<file path="src/rtl/core/civ_frequency_band_decoder_assert.svh">
// Assertion macros shared by the band decoder modules.
`ifndef CIV_FREQUENCY_BAND_DECODER_ASSERT_SVH
`define CIV_FREQUENCY_BAND_DECODER_ASSERT_SVH

// Same-cycle implication, disabled during reset.
`define CFBD_ASSERT(label, ante, cons) \
  label: assert property (@(posedge clk_i) disable iff (!rst_ni) (ante) |-> (cons)) \
    else $error("cfbd assertion failed");

// Next-cycle implication, disabled during reset.
`define CFBD_ASSERT_NEXT(label, ante, cons) \
  label: assert property (@(posedge clk_i) disable iff (!rst_ni) (ante) |=> (cons)) \
    else $error("cfbd assertion failed");

`endif

</file>
<file path="src/rtl/core/cfbd_pkg.sv">
// Types, band table and constants of the frequency band decoder.
package cfbd_pkg;

  localparam int unsigned FreqW      = 28;
  localparam int unsigned TableBands = 11;

  localparam logic [7:0] TERMINATOR    = 8'hFD;
  localparam logic [7:0] FREQ_COMMAND  = 8'hA4;
  localparam logic [3:0] CMD_POS       = 4'd3;
  localparam logic [3:0] FIRST_DIG_POS = 4'd5;
  localparam logic [3:0] POS_MAX       = 4'd15;
  localparam logic [3:0] NO_BAND       = 4'd11;

  localparam logic [FreqW-1:0] BAND_LOW [TableBands] = '{
    28'd800000,   28'd3000000,  28'd4500000,  28'd6000000,
    28'd9000000,  28'd13000000, 28'd17000000, 28'd20000000,
    28'd23000000, 28'd27000000, 28'd40000000
  };

  localparam logic [FreqW-1:0] BAND_HIGH [TableBands] = '{
    28'd2999999,  28'd4499999,  28'd5999999,  28'd8999999,
    28'd12999999, 28'd16999999, 28'd19999999, 28'd22999999,
    28'd26999999, 28'd39999999, 28'd60000000
  };

  // floor(0.23 V * (band + 1) * 84)
  localparam logic [7:0] DAC_CODE [TableBands] = '{
    8'd19, 8'd38, 8'd57, 8'd77, 8'd96, 8'd115,
    8'd135, 8'd154, 8'd173, 8'd193, 8'd212
  };

  typedef struct packed {
    logic             ok;
    logic [FreqW-1:0] freq;
  } frame_rec_t;

  function automatic logic [26:0] digit_weight(input logic [2:0] idx);
    logic [26:0] w;
    case (idx)
      3'd0:    w = 27'd1;
      3'd1:    w = 27'd100;
      3'd2:    w = 27'd10000;
      3'd3:    w = 27'd1000000;
      3'd4:    w = 27'd100000000;
      default: w = 27'd0;
    endcase
    return w;
  endfunction

endpackage

</file>
<file path="src/rtl/core/cfbd_front.sv">
// Front end: frame parser, command capture and BCD frequency accumulation.
`include "civ_frequency_band_decoder_assert.svh"

module cfbd_front #(
  parameter int unsigned FREQ_BYTES = 4
) (
  input  logic                clk_i,
  input  logic                rst_ni,
  input  logic                in_valid_i,
  output logic                in_ready_o,
  input  logic [7:0]          rx_byte_i,
  input  logic                q_full_i,
  output logic                push_o,
  output cfbd_pkg::frame_rec_t rec_o
);
  import cfbd_pkg::*;

  localparam logic [2:0] NumDigits = 3'(FREQ_BYTES);

  logic [3:0]       pos_q, pos_d;
  logic [7:0]       cmd_q, cmd_d;
  logic [FreqW-1:0] acc_q, acc_d;
  logic [2:0]       dig_q, dig_d;

  logic             accept;
  logic             term;
  logic             ok;
  logic [7:0]       digit_val;
  logic [34:0]      product;

  assign in_ready_o = !q_full_i;
  assign accept     = in_valid_i && in_ready_o;
  assign term       = (rx_byte_i == TERMINATOR);
  assign ok         = (cmd_q == FREQ_COMMAND) && (dig_q >= NumDigits);

  assign digit_val = ({4'd0, rx_byte_i[7:4]} * 8'd10) + {4'd0, rx_byte_i[3:0]};
  assign product   = 35'(digit_val) * 35'(digit_weight(dig_q));

  assign push_o    = accept && term;
  assign rec_o.ok   = ok;
  assign rec_o.freq = ok ? acc_q : '0;

  always_comb begin
    pos_d = pos_q;
    cmd_d = cmd_q;
    acc_d = acc_q;
    dig_d = dig_q;
    if (accept) begin
      if (term) begin
        pos_d = '0;
        cmd_d = '0;
        acc_d = '0;
        dig_d = '0;
      end else begin
        if (pos_q == CMD_POS) begin
          cmd_d = rx_byte_i;
        end
        if ((pos_q >= FIRST_DIG_POS) && (dig_q < NumDigits)) begin
          acc_d = acc_q + product[FreqW-1:0];
          dig_d = dig_q + 3'd1;
        end
        if (pos_q < POS_MAX) begin
          pos_d = pos_q + 4'd1;
        end
      end
    end
  end

  always_ff @(posedge clk_i or negedge rst_ni) begin
    if (!rst_ni) begin
      pos_q <= '0;
      cmd_q <= '0;
      acc_q <= '0;
      dig_q <= '0;
    end else begin
      pos_q <= pos_d;
      cmd_q <= cmd_d;
      acc_q <= acc_d;
      dig_q <= dig_d;
    end
  end

  `CFBD_ASSERT(a_digits_bounded, 1'b1, dig_q <= NumDigits)
  `CFBD_ASSERT_NEXT(a_frame_cleared, push_o, (pos_q == '0) && (dig_q == '0) && (acc_q == '0))

endmodule

</file>
<file path="src/rtl/core/cfbd_queue.sv">
// Two-entry queue of decoded frame records between front and back end.
`include "civ_frequency_band_decoder_assert.svh"

module cfbd_queue (
  input  logic                 clk_i,
  input  logic                 rst_ni,
  input  logic                 push_i,
  input  cfbd_pkg::frame_rec_t rec_i,
  output logic                 full_o,
  input  logic                 pop_i,
  output logic                 valid_o,
  output cfbd_pkg::frame_rec_t rec_o
);
  import cfbd_pkg::*;

  localparam int unsigned Depth = 2;
  localparam int unsigned PtrW  = $clog2(Depth);
  localparam int unsigned CntW  = $clog2(Depth + 1);

  frame_rec_t          mem_q [Depth];
  logic [PtrW-1:0]     wr_q, wr_d;
  logic [PtrW-1:0]     rd_q, rd_d;
  logic [CntW-1:0]     cnt_q, cnt_d;

  assign full_o  = (cnt_q == CntW'(Depth));
  assign valid_o = (cnt_q != '0);
  assign rec_o   = mem_q[rd_q];

  always_comb begin
    wr_d  = push_i ? wr_q + PtrW'(1) : wr_q;
    rd_d  = pop_i  ? rd_q + PtrW'(1) : rd_q;
    cnt_d = cnt_q;
    if (push_i && !pop_i) begin
      cnt_d = cnt_q + CntW'(1);
    end else if (!push_i && pop_i) begin
      cnt_d = cnt_q - CntW'(1);
    end
  end

  always_ff @(posedge clk_i or negedge rst_ni) begin
    if (!rst_ni) begin
      wr_q  <= '0;
      rd_q  <= '0;
      cnt_q <= '0;
    end else begin
      wr_q  <= wr_d;
      rd_q  <= rd_d;
      cnt_q <= cnt_d;
    end
  end

  always_ff @(posedge clk_i) begin
    if (push_i) begin
      mem_q[wr_q] <= rec_i;
    end
  end

  `CFBD_ASSERT(a_no_overflow, push_i, !full_o || pop_i)
  `CFBD_ASSERT(a_no_underflow, pop_i, valid_o)

endmodule

</file>
<file path="src/rtl/core/cfbd_back.sv">
// Back end: band lookup, DAC code and registered result output.
`include "civ_frequency_band_decoder_assert.svh"

module cfbd_back #(
  parameter int unsigned BAND_COUNT = 11
) (
  input  logic                         clk_i,
  input  logic                         rst_ni,
  input  logic                         q_valid_i,
  input  cfbd_pkg::frame_rec_t         rec_i,
  output logic                         pop_o,
  output logic                         out_valid_o,
  input  logic                         out_ready_i,
  output logic                         is_frequency_o,
  output logic [cfbd_pkg::FreqW-1:0]   frequency_hz_o,
  output logic [3:0]                   band_number_o,
  output logic [7:0]                   dac_code_o
);
  import cfbd_pkg::*;

  logic             valid_q, valid_d;
  logic             ok_q;
  logic [FreqW-1:0] freq_q;
  logic [3:0]       band_q, band_d;
  logic [7:0]       code_q, code_d;

  assign pop_o = q_valid_i && (!valid_q || out_ready_i);

  always_comb begin
    band_d = NO_BAND;
    code_d = '0;
    if (rec_i.ok) begin
      for (int i = TableBands - 1; i >= 0; i--) begin
        if ((i < BAND_COUNT) && (rec_i.freq >= BAND_LOW[i]) &&
            (rec_i.freq <= BAND_HIGH[i])) begin
          band_d = 4'(i);
          code_d = DAC_CODE[i];
        end
      end
    end
  end

  always_comb begin
    valid_d = valid_q;
    if (pop_o) begin
      valid_d = 1'b1;
    end else if (out_ready_i) begin
      valid_d = 1'b0;
    end
  end

  always_ff @(posedge clk_i or negedge rst_ni) begin
    if (!rst_ni) begin
      valid_q <= 1'b0;
    end else begin
      valid_q <= valid_d;
    end
  end

  always_ff @(posedge clk_i) begin
    if (pop_o) begin
      ok_q   <= rec_i.ok;
      freq_q <= rec_i.freq;
      band_q <= band_d;
      code_q <= code_d;
    end
  end

  assign out_valid_o    = valid_q;
  assign is_frequency_o = ok_q;
  assign frequency_hz_o = freq_q;
  assign band_number_o  = band_q;
  assign dac_code_o     = code_q;

  `CFBD_ASSERT_NEXT(a_skip_no_band, pop_o && !rec_i.ok,
                    (band_number_o == NO_BAND) && (dac_code_o == '0))

endmodule

</file>
<file path="src/rtl/core/civ_frequency_band_decoder.sv">
// Top level of the radio control stream frequency band decoder.
// One received byte is taken per cycle while the record queue is not full.
// Each frame terminator (0xFD) yields one result, queued as a record and then
// registered by the back end; the two-entry queue between the frame parser and
// the band lookup lets up to two finished results wait on a stalled output
// while bytes keep flowing. Non-terminator bytes produce no transaction. Results
// carry the decoded BCD frequency, the matched band and its 8-bit DAC code.
module civ_frequency_band_decoder #(
  parameter int unsigned BAND_COUNT = 11,
  parameter int unsigned FREQ_BYTES = 4
) (
  input  logic                       clk_i,
  input  logic                       rst_ni,
  input  logic                       in_valid_i,
  output logic                       in_ready_o,
  input  logic [7:0]                 rx_byte_i,
  output logic                       out_valid_o,
  input  logic                       out_ready_i,
  output logic                       is_frequency_o,
  output logic [cfbd_pkg::FreqW-1:0] frequency_hz_o,
  output logic [3:0]                 band_number_o,
  output logic [7:0]                 dac_code_o
);
  import cfbd_pkg::*;

  logic       push;
  logic       q_full;
  logic       q_valid;
  logic       pop;
  frame_rec_t front_rec;
  frame_rec_t q_rec;

  cfbd_front #(
    .FREQ_BYTES(FREQ_BYTES)
  ) u_front (
    .clk_i     (clk_i),
    .rst_ni    (rst_ni),
    .in_valid_i(in_valid_i),
    .in_ready_o(in_ready_o),
    .rx_byte_i (rx_byte_i),
    .q_full_i  (q_full),
    .push_o    (push),
    .rec_o     (front_rec)
  );

  cfbd_queue u_queue (
    .clk_i  (clk_i),
    .rst_ni (rst_ni),
    .push_i (push),
    .rec_i  (front_rec),
    .full_o (q_full),
    .pop_i  (pop),
    .valid_o(q_valid),
    .rec_o  (q_rec)
  );

  cfbd_back #(
    .BAND_COUNT(BAND_COUNT)
  ) u_back (
    .clk_i         (clk_i),
    .rst_ni        (rst_ni),
    .q_valid_i     (q_valid),
    .rec_i         (q_rec),
    .pop_o         (pop),
    .out_valid_o   (out_valid_o),
    .out_ready_i   (out_ready_i),
    .is_frequency_o(is_frequency_o),
    .frequency_hz_o(frequency_hz_o),
    .band_number_o (band_number_o),
    .dac_code_o    (dac_code_o)
  );

endmodule

</file>
<file path="config.mk">
export PLATFORM = sky130hd
export DESIGN_NAME = civ_frequency_band_decoder
export DESIGN_NICKNAME = d
export VERILOG_FILES = /design/src/rtl/core/cfbd_pkg.sv /design/src/rtl/core/cfbd_front.sv /design/src/rtl/core/cfbd_queue.sv /design/src/rtl/core/cfbd_back.sv /design/src/rtl/core/civ_frequency_band_decoder.sv
export VERILOG_INCLUDE_DIRS = /design/src /design/src/rtl/core
export SDC_FILE = /design/constraint.sdc
export NUM_CORES = 1
export LEC_CHECK = 0
export ABC_CLOCK_PERIOD_IN_PS = 7750
export BUFFER_PORTS_ARGS = -buffer_cell sky130_fd_sc_hd__buf_2
export CORE_MARGIN = 5
export CORE_UTILIZATION = 60
export CTS_BUF_LIST = sky130_fd_sc_hd__clkbuf_4 sky130_fd_sc_hd__clkbuf_8
export DETAILED_ROUTE_END_ITERATION = 8
export HOLD_SLACK_MARGIN = 0.12
export PLACE_DENSITY = 0.81
export SLEW_MARGIN = 20
export SYNTH_ARGS = -nofsm -noshare
export SYNTH_HDL_FRONTEND = slang
export SYNTH_SLANG_ARGS = --single-unit
</file>
<file path="constraint.sdc">
create_clock -name clk_i -period 7.75 [get_ports clk_i]
set_input_delay 0.775 -clock clk_i [delete_from_list [all_inputs] [get_ports clk_i]]
set_output_delay 0.775 -clock clk_i [all_outputs]
set_load 0.01 [all_outputs]
</file>
# After elaboration in Yosys (flattened, before gate mapping)
# Memory sizes are Yosys's and may differ from the RTL's.
# Index checks and enable logic that the tools add are counted.
[totals]
ff_bits = 89
mem_count = 1
romBits = 0
word_cells = 139
mem_bits_rw = 58
in_bits = 12
latchBits = 0
out_inout_bits = 43
[memory_table]
columns = ["name", "words", "word_bits", "rd", "rd_clocked_by_memory_dff", "wr", "line_no", "rtl"]
rows = [
  ["u_queue.mem_q", 2, 29, 1, 0, 1, "cfbd_queue.sv:20", "frame_rec_t mem_q [Depth];"],
]
[op_classes]
n_mux = 38
magnitude_cmp = 26
mul = 2
eq_ne = 8
div = 0
bitwise = 1
addsub = 8
shifts = 0
reduce_logical = 38
[ops]
columns = ["op", "count"]
rows = [
  ["one-hot mux 27 bit (5 select lines)", 1],
  ["greater-or-equal comparator 28 x 25 -> 1 bit (second input constant)", 4],
  ["less-or-equal comparator 28 x 25 -> 1 bit (second input constant)", 4],
  ["two-way mux 28 bit", 3],
  ["greater-or-equal comparator 28 x 23 -> 1 bit (second input constant)", 2],
  ["greater-or-equal comparator 28 x 24 -> 1 bit (second input constant)", 2],
  ["less-or-equal comparator 28 x 23 -> 1 bit (second input constant)", 2],
  ["less-or-equal comparator 28 x 24 -> 1 bit (second input constant)", 2],
  ["less-or-equal comparator 28 x 26 -> 1 bit (second input constant)", 2],
  ["two-way mux 8 bit", 7],
  ["two-way mux 4 bit", 12],
  ["adder 28 bit", 1],
  ["greater-or-equal comparator 28 x 20 -> 1 bit (second input constant)", 1],
  ["greater-or-equal comparator 28 x 22 -> 1 bit (second input constant)", 1],
  ["greater-or-equal comparator 28 x 26 -> 1 bit (second input constant)", 1],
  ["less-or-equal comparator 28 x 22 -> 1 bit (second input constant)", 1],
  ["multiplier 8 x 27 -> 28 bit", 1],
  ["two-way mux 7 bit", 3],
  ["logical AND 1 bit", 18],
  ["equality test 8 bit (second input constant)", 2],
  ["two-way mux 6 bit", 2],
  ["nonzero test 2 bit", 6],
  ["adder 8 x 4 -> 8 bit", 1],
  ["multiplier 4 x 3 -> 7 bit (second input constant)", 1],
  ["other kinds (28)", 41],
]

# Longest topological paths before layout
# An unclocked memory read counts as a cell.
[depth]
ltp_word = 14
depth_mapped = 29
mapped_depth_nobuf = 27

# Cells and area by module
# Synthesis repeated with hierarchy kept, for this count alone.
[unflattened]
hier_cells = 1135
area_unflattened_um2 = 12109.1
[modules_own_cells]
columns = ["mod", "area_each_um2", "n_inst", "cells_each", "seq_area_each_um2"]
rows = [
  ["cfbd_front", 7292.0, 1, 797, 1076.0],
  ["cfbd_back", 2417.3, 1, 232, 1256.2],
  ["cfbd_queue", 2399.8, 1, 106, 1841.8],
]

# Worst setup path after synthesis
# No wires, ideal clock.
[synth_timing]
kind = "input port to flip-flop"
start = "in rx_byte_i[5]"
end = "reg u_front.acc_q[24]"
setup_time_ns = 0.122
path_buffers = 1
arrival_ns = 6.761
required_time_ns = 7.628
path_stages = 24
path_slack_ns = 0.867
cell_sequence = "ha_1 > ha_1 > inv_1 > fa_1 > nor2_1 > nand2_1 > xor2_1 > a21oi_1 > clkbuf_1 > nor2_1 > fa_1 > inv_1 > fa_1 > fa_1 > fa_1 > inv_1 > ha_1 > and3_1 > a221oi_1 > a21oi_1 > o31ai_1 > a21boi_0 > or3_1 > a32o_1"
[synth_via]
elab_chain_cells = 6
word_cells_on_any_way = 9
cone_classes = "add/sub (2); mul (2); eq/ne (1); mux (2); reduce/logical (2)"
[synth_rtl]
columns = ["element", "line_no", "rtl"]
rows = [
  ["start, declared", "civ_frequency_band_decoder.sv:16", "input logic [7:0] rx_byte_i,"],
  ["multiplier 4 x 3 -> 7 bit", "cfbd_front.sv:36", "assign digit_val = ({4'd0, rx_byte_i[7:4]} * 8'd10) + {4'd0, rx_byte_i[3:0]};"],
  ["adder 8 x 4 -> 8 bit", "cfbd_front.sv:36", ""],
  ["multiplier 8 x 27 -> 28 bit", "cfbd_front.sv:37", "assign product = 35'(digit_val) * 35'(digit_weight(dig_q));"],
  ["adder 28 bit", "cfbd_front.sv:59", "acc_d = acc_q + product[FreqW-1:0];"],
  ["two-way mux 28 bit", "cfbd_front.sv:58", "if ((pos_q >= FIRST_DIG_POS) && (dig_q < NumDigits)) begin"],
  ["two-way mux 28 bit", "cfbd_front.sv:49", "if (term) begin"],
  ["end signal, assigned", "cfbd_front.sv:73", "acc_q <= '0;"],
  ["end signal, assigned", "cfbd_front.sv:78", "acc_q <= acc_d;"],
  ["end, declared", "cfbd_front.sv:22", "logic [FreqW-1:0] acc_q, acc_d;"],
]
# Several ways; a longest one is shown, not always the timed one. The select of a mux whose other input is x is not followed.
# A chain may end at the register's enable or synchronous reset.

# Final worst setup path
[layout_timing]
start = "reg u_front.dig_q[1]"
end = "reg u_front.acc_q[24]"
[layout_via]
elab_chain_cells = 6
word_cells_on_any_way = 14
cone_classes = "add/sub (1); mul (1); order compare (1); eq/ne (4); mux (3); reduce/logical (4)"
[layout_rtl]
columns = ["element", "line_no", "rtl"]
rows = [
  ["start, declared", "cfbd_front.sv:23", "logic [2:0] dig_q, dig_d;"],
  ["start signal, assigned", "cfbd_front.sv:79", "dig_q <= dig_d;"],
  ["equality test 3 bit, or another cell as far along", "cfbd_pkg.sv:39", "case (idx)"],
  ["one-hot mux 27 bit (5 select lines)", "cfbd_pkg.sv:39", ""],
  ["multiplier 8 x 27 -> 28 bit", "cfbd_front.sv:37", ""],
  ["adder 28 bit", "cfbd_front.sv:59", ""],
  ["two-way mux 28 bit", "cfbd_front.sv:58", ""],
  ["two-way mux 28 bit", "cfbd_front.sv:49", ""],
]
# Several ways; a longest one is shown, not always the timed one. The select of a mux whose other input is x is not followed.

==> out/summary.txt <==
Run status = finished clean
FF-to-FF setup slack = 0.76 ns
Avg Cell Area, Syn = 10.3 µm²
Number of hold buffers added after CTS = 0
Via density = 5.81
Final critical-path share of the clock period = 0.902
Antenna cells = 0
Worst Path Arrival = 7.32 ns
Synth Net Count = 1425
Fmax = 143 MHz
R2R Path Start = u_front.dig_q[1]
I/O pin count = 55
Worst Tran Pin Value = 0.980 ns
Post-CTS Setup Inserts = 0
Worst-skew pair later-pin latency = 0.45 ns
Slew margin rel. = 0.347
Worst setup EP type = flip-flop
Gr usage total = 0.240
Clk sinks = 147
Reg-to-reg critical path endpoint = u_front.acc_q[24]
Min Tclk post-route = 6.99 ns
Top-area cell type share of the netlist area = 0.239
Htree depth = 4
Via count of the first global-routing pass = 9011
Post-route setup TNS = 0 ns
Unrepaired setup endpoints after global routing = no
Critical Path Fanout Max = 12
Layout cells sized above 1 = 0.113
DR iter-0 viols = 572
Gpl congestion = 0.987
First-pass GRT wire length = 45900 µm
Clk_skew = 0.0195 ns
Count leader, synth = inv_1
Final Hold Fails = 0
Worst Path Required = 8.08 ns
Hold WC Path Type = in -> async
Die height = 154 µm
Via count = 8990
EDFF count, synth = 99
CP Class = reg -> reg
Post-Place Cell Area = 13000 µm²
Pins over their slew limit = 0
First-pass iteration count of the detailed router = 6
CP Launch Type = flip-flop
Register area share after synthesis = 0.336
Resized cells post-CTS = 0
Initial antenna violation count = 0
Placement Rows = 52
Post-Syn Instances = 1210
Syn. warnings = 0
Ys async rst share = 0.327
Area Overhead vs Synth = 7.59%
Clock-pin slew on the worst setup and hold paths = 0.10 ns
Final instance area = 13400 µm²
Inserted Clock Buffers = 17
R2R cell count = 21
Largest net degree at the start of global routing = 100
DRC violations left = 0
Top cells by area, synth = edfxtp_1 24%, fa_1 19%, dfrtp_1 9.7%
Dpl hpwl = 22500 µm
Post-route ant nets = 0
Seq cells post-synth = 147
Root Buffer = clkbuf_8
Top FF cell, synth = edfxtp_1
Routed WL = 27700 µm
Die area = 23700 µm²
Cell variety after synth = 87
TritonCTS clock tree = done
Final net count = 1480
Post-synthesis instance area = 12400 µm²
Setup-failing EPs final = 0
Synth area leader = edfxtp_1
Remaining global-route overflow = 0
Initial Util = 0.613
Max_cap viols = 0
Most instantiated cells after synthesis = 209 x inv_1, 116 x fa_1, 99 x edfxtp_1
Die width = 154 µm
Clock buffer depth = 2
I/O Buffers = 54
Placeable Area = 20300 µm²
WL per Instance = 17.9 µm
-- flip-flops by register name, indices dropped and copies added (netlist names) --
signal and count:
u_back.is_frequency_o 1, u_front.cmd_q 8, u_back.dac_code_o 8, u_back.frequency_hz_o 28, u_queue.mem_q 58, u_front.dig_q 3
u_back.band_number_o 4, u_queue.rd_q 1, u_queue.cnt_q 2, u_front.acc_q 28, u_front.pos_q 4, u_queue.wr_q 1
u_back.out_valid_o 1
-- critical path, cell delays in order (launching register included) --
cell and delay (ns):
dfrtp_1 0.47, inv_1 0.09, ha_1 0.21, and2_1 0.19, a21oi_1 0.50, nand4_1 0.27, nand2_1 0.47, a21oi_1 0.16
fa_1 0.50, inv_1 0.07, fa_1 0.51, fa_1 0.52, fa_1 0.55, inv_1 0.05, ha_1 0.34, and3_1 0.21
a221oi_1 0.33, a21oi_1 0.22, o31ai_1 0.44, a21boi_0 0.18, or3_1 0.32, a32o_1 0.26
-- routing by layer --
| metal | GRT usage | share of wire |
|---|---|---|
| met5 | 0 | 0 |
| met4 | 0.0833 | 0.033 |
| met3 | 0.0349 | 0.058 |
| met2 | 0.394 | 0.47 |
| met1 | 0.330 | 0.43 |
-- per-stage QoR --
step	setup slack (ns)	std cells	hold WS (ns)	utilization
floorplan	0.867	1210	0.460	-
global placement	0.524	1516	0.491	0.640
detailed placement	0.452	1516	0.495	0.640
CTS	0.864	1548	0.515	0.659
global route	0.412	1548	0.385	0.659
finish	0.762	1548	0.334	0.659
-- layout make-up --
type | instances | area (µm²)
repair buffers | 67 | 370
clock buffers | 18 | 248
fillers | 1641 | 6920
multi-input cells | 821 | 7320
clock inverters | 14 | 139
well taps | 270 | 338
inverters | 211 | 792
flip-flops and latches | 147 | 4180
-- placed cells by master (no fill, tap or decap), drive strengths merged, types with 10 or more instances in the layout --
master and n:
nand4 11, nand3b 12, clkbuf 18, o21ai 36, xor2 19, nor3 21, fa 116, a21o 14
nor2b 10, a31oi 11, a22o 14, mux2 15, mux2i 12, ha 87, nand2 68, inv 219
xnor2 19, nand3 25, buf 67, nor2 92, edfxtp 99, nand2b 15, dfrtp 48, and2 35
a21oi 55
-- cells by family after synthesis --
logic type,Yosys count,synth area share
flip-flops,147,0.336
multiplexers,27,0.0238
AND/OR/NAND/NOR,333,0.138
buffers and inverters,242,0.0769
XOR/XNOR,38,0.0268
adder cells (fa/ha/maj),203,0.274
AO/OA/AOI/OAI,220,0.125
-- worst max path at each step --
stage                           startpoint           endpoint  slack, ns
final                     u_front.dig_q[1]  u_front.acc_q[24]       0.76
after global placement        rx_byte_i[7]  u_front.acc_q[24]       0.52
after global routing      u_front.dig_q[1]  u_front.acc_q[24]       0.41
after detailed placement      rx_byte_i[7]  u_front.acc_q[24]       0.45
after CTS                 u_front.dig_q[1]  u_front.acc_q[24]       0.86
after floorplan               rx_byte_i[5]  u_front.acc_q[24]       0.87
Power is not shown: default switching activity piles up to over one toggle a cycle in this logic, so the estimate is an artifact.
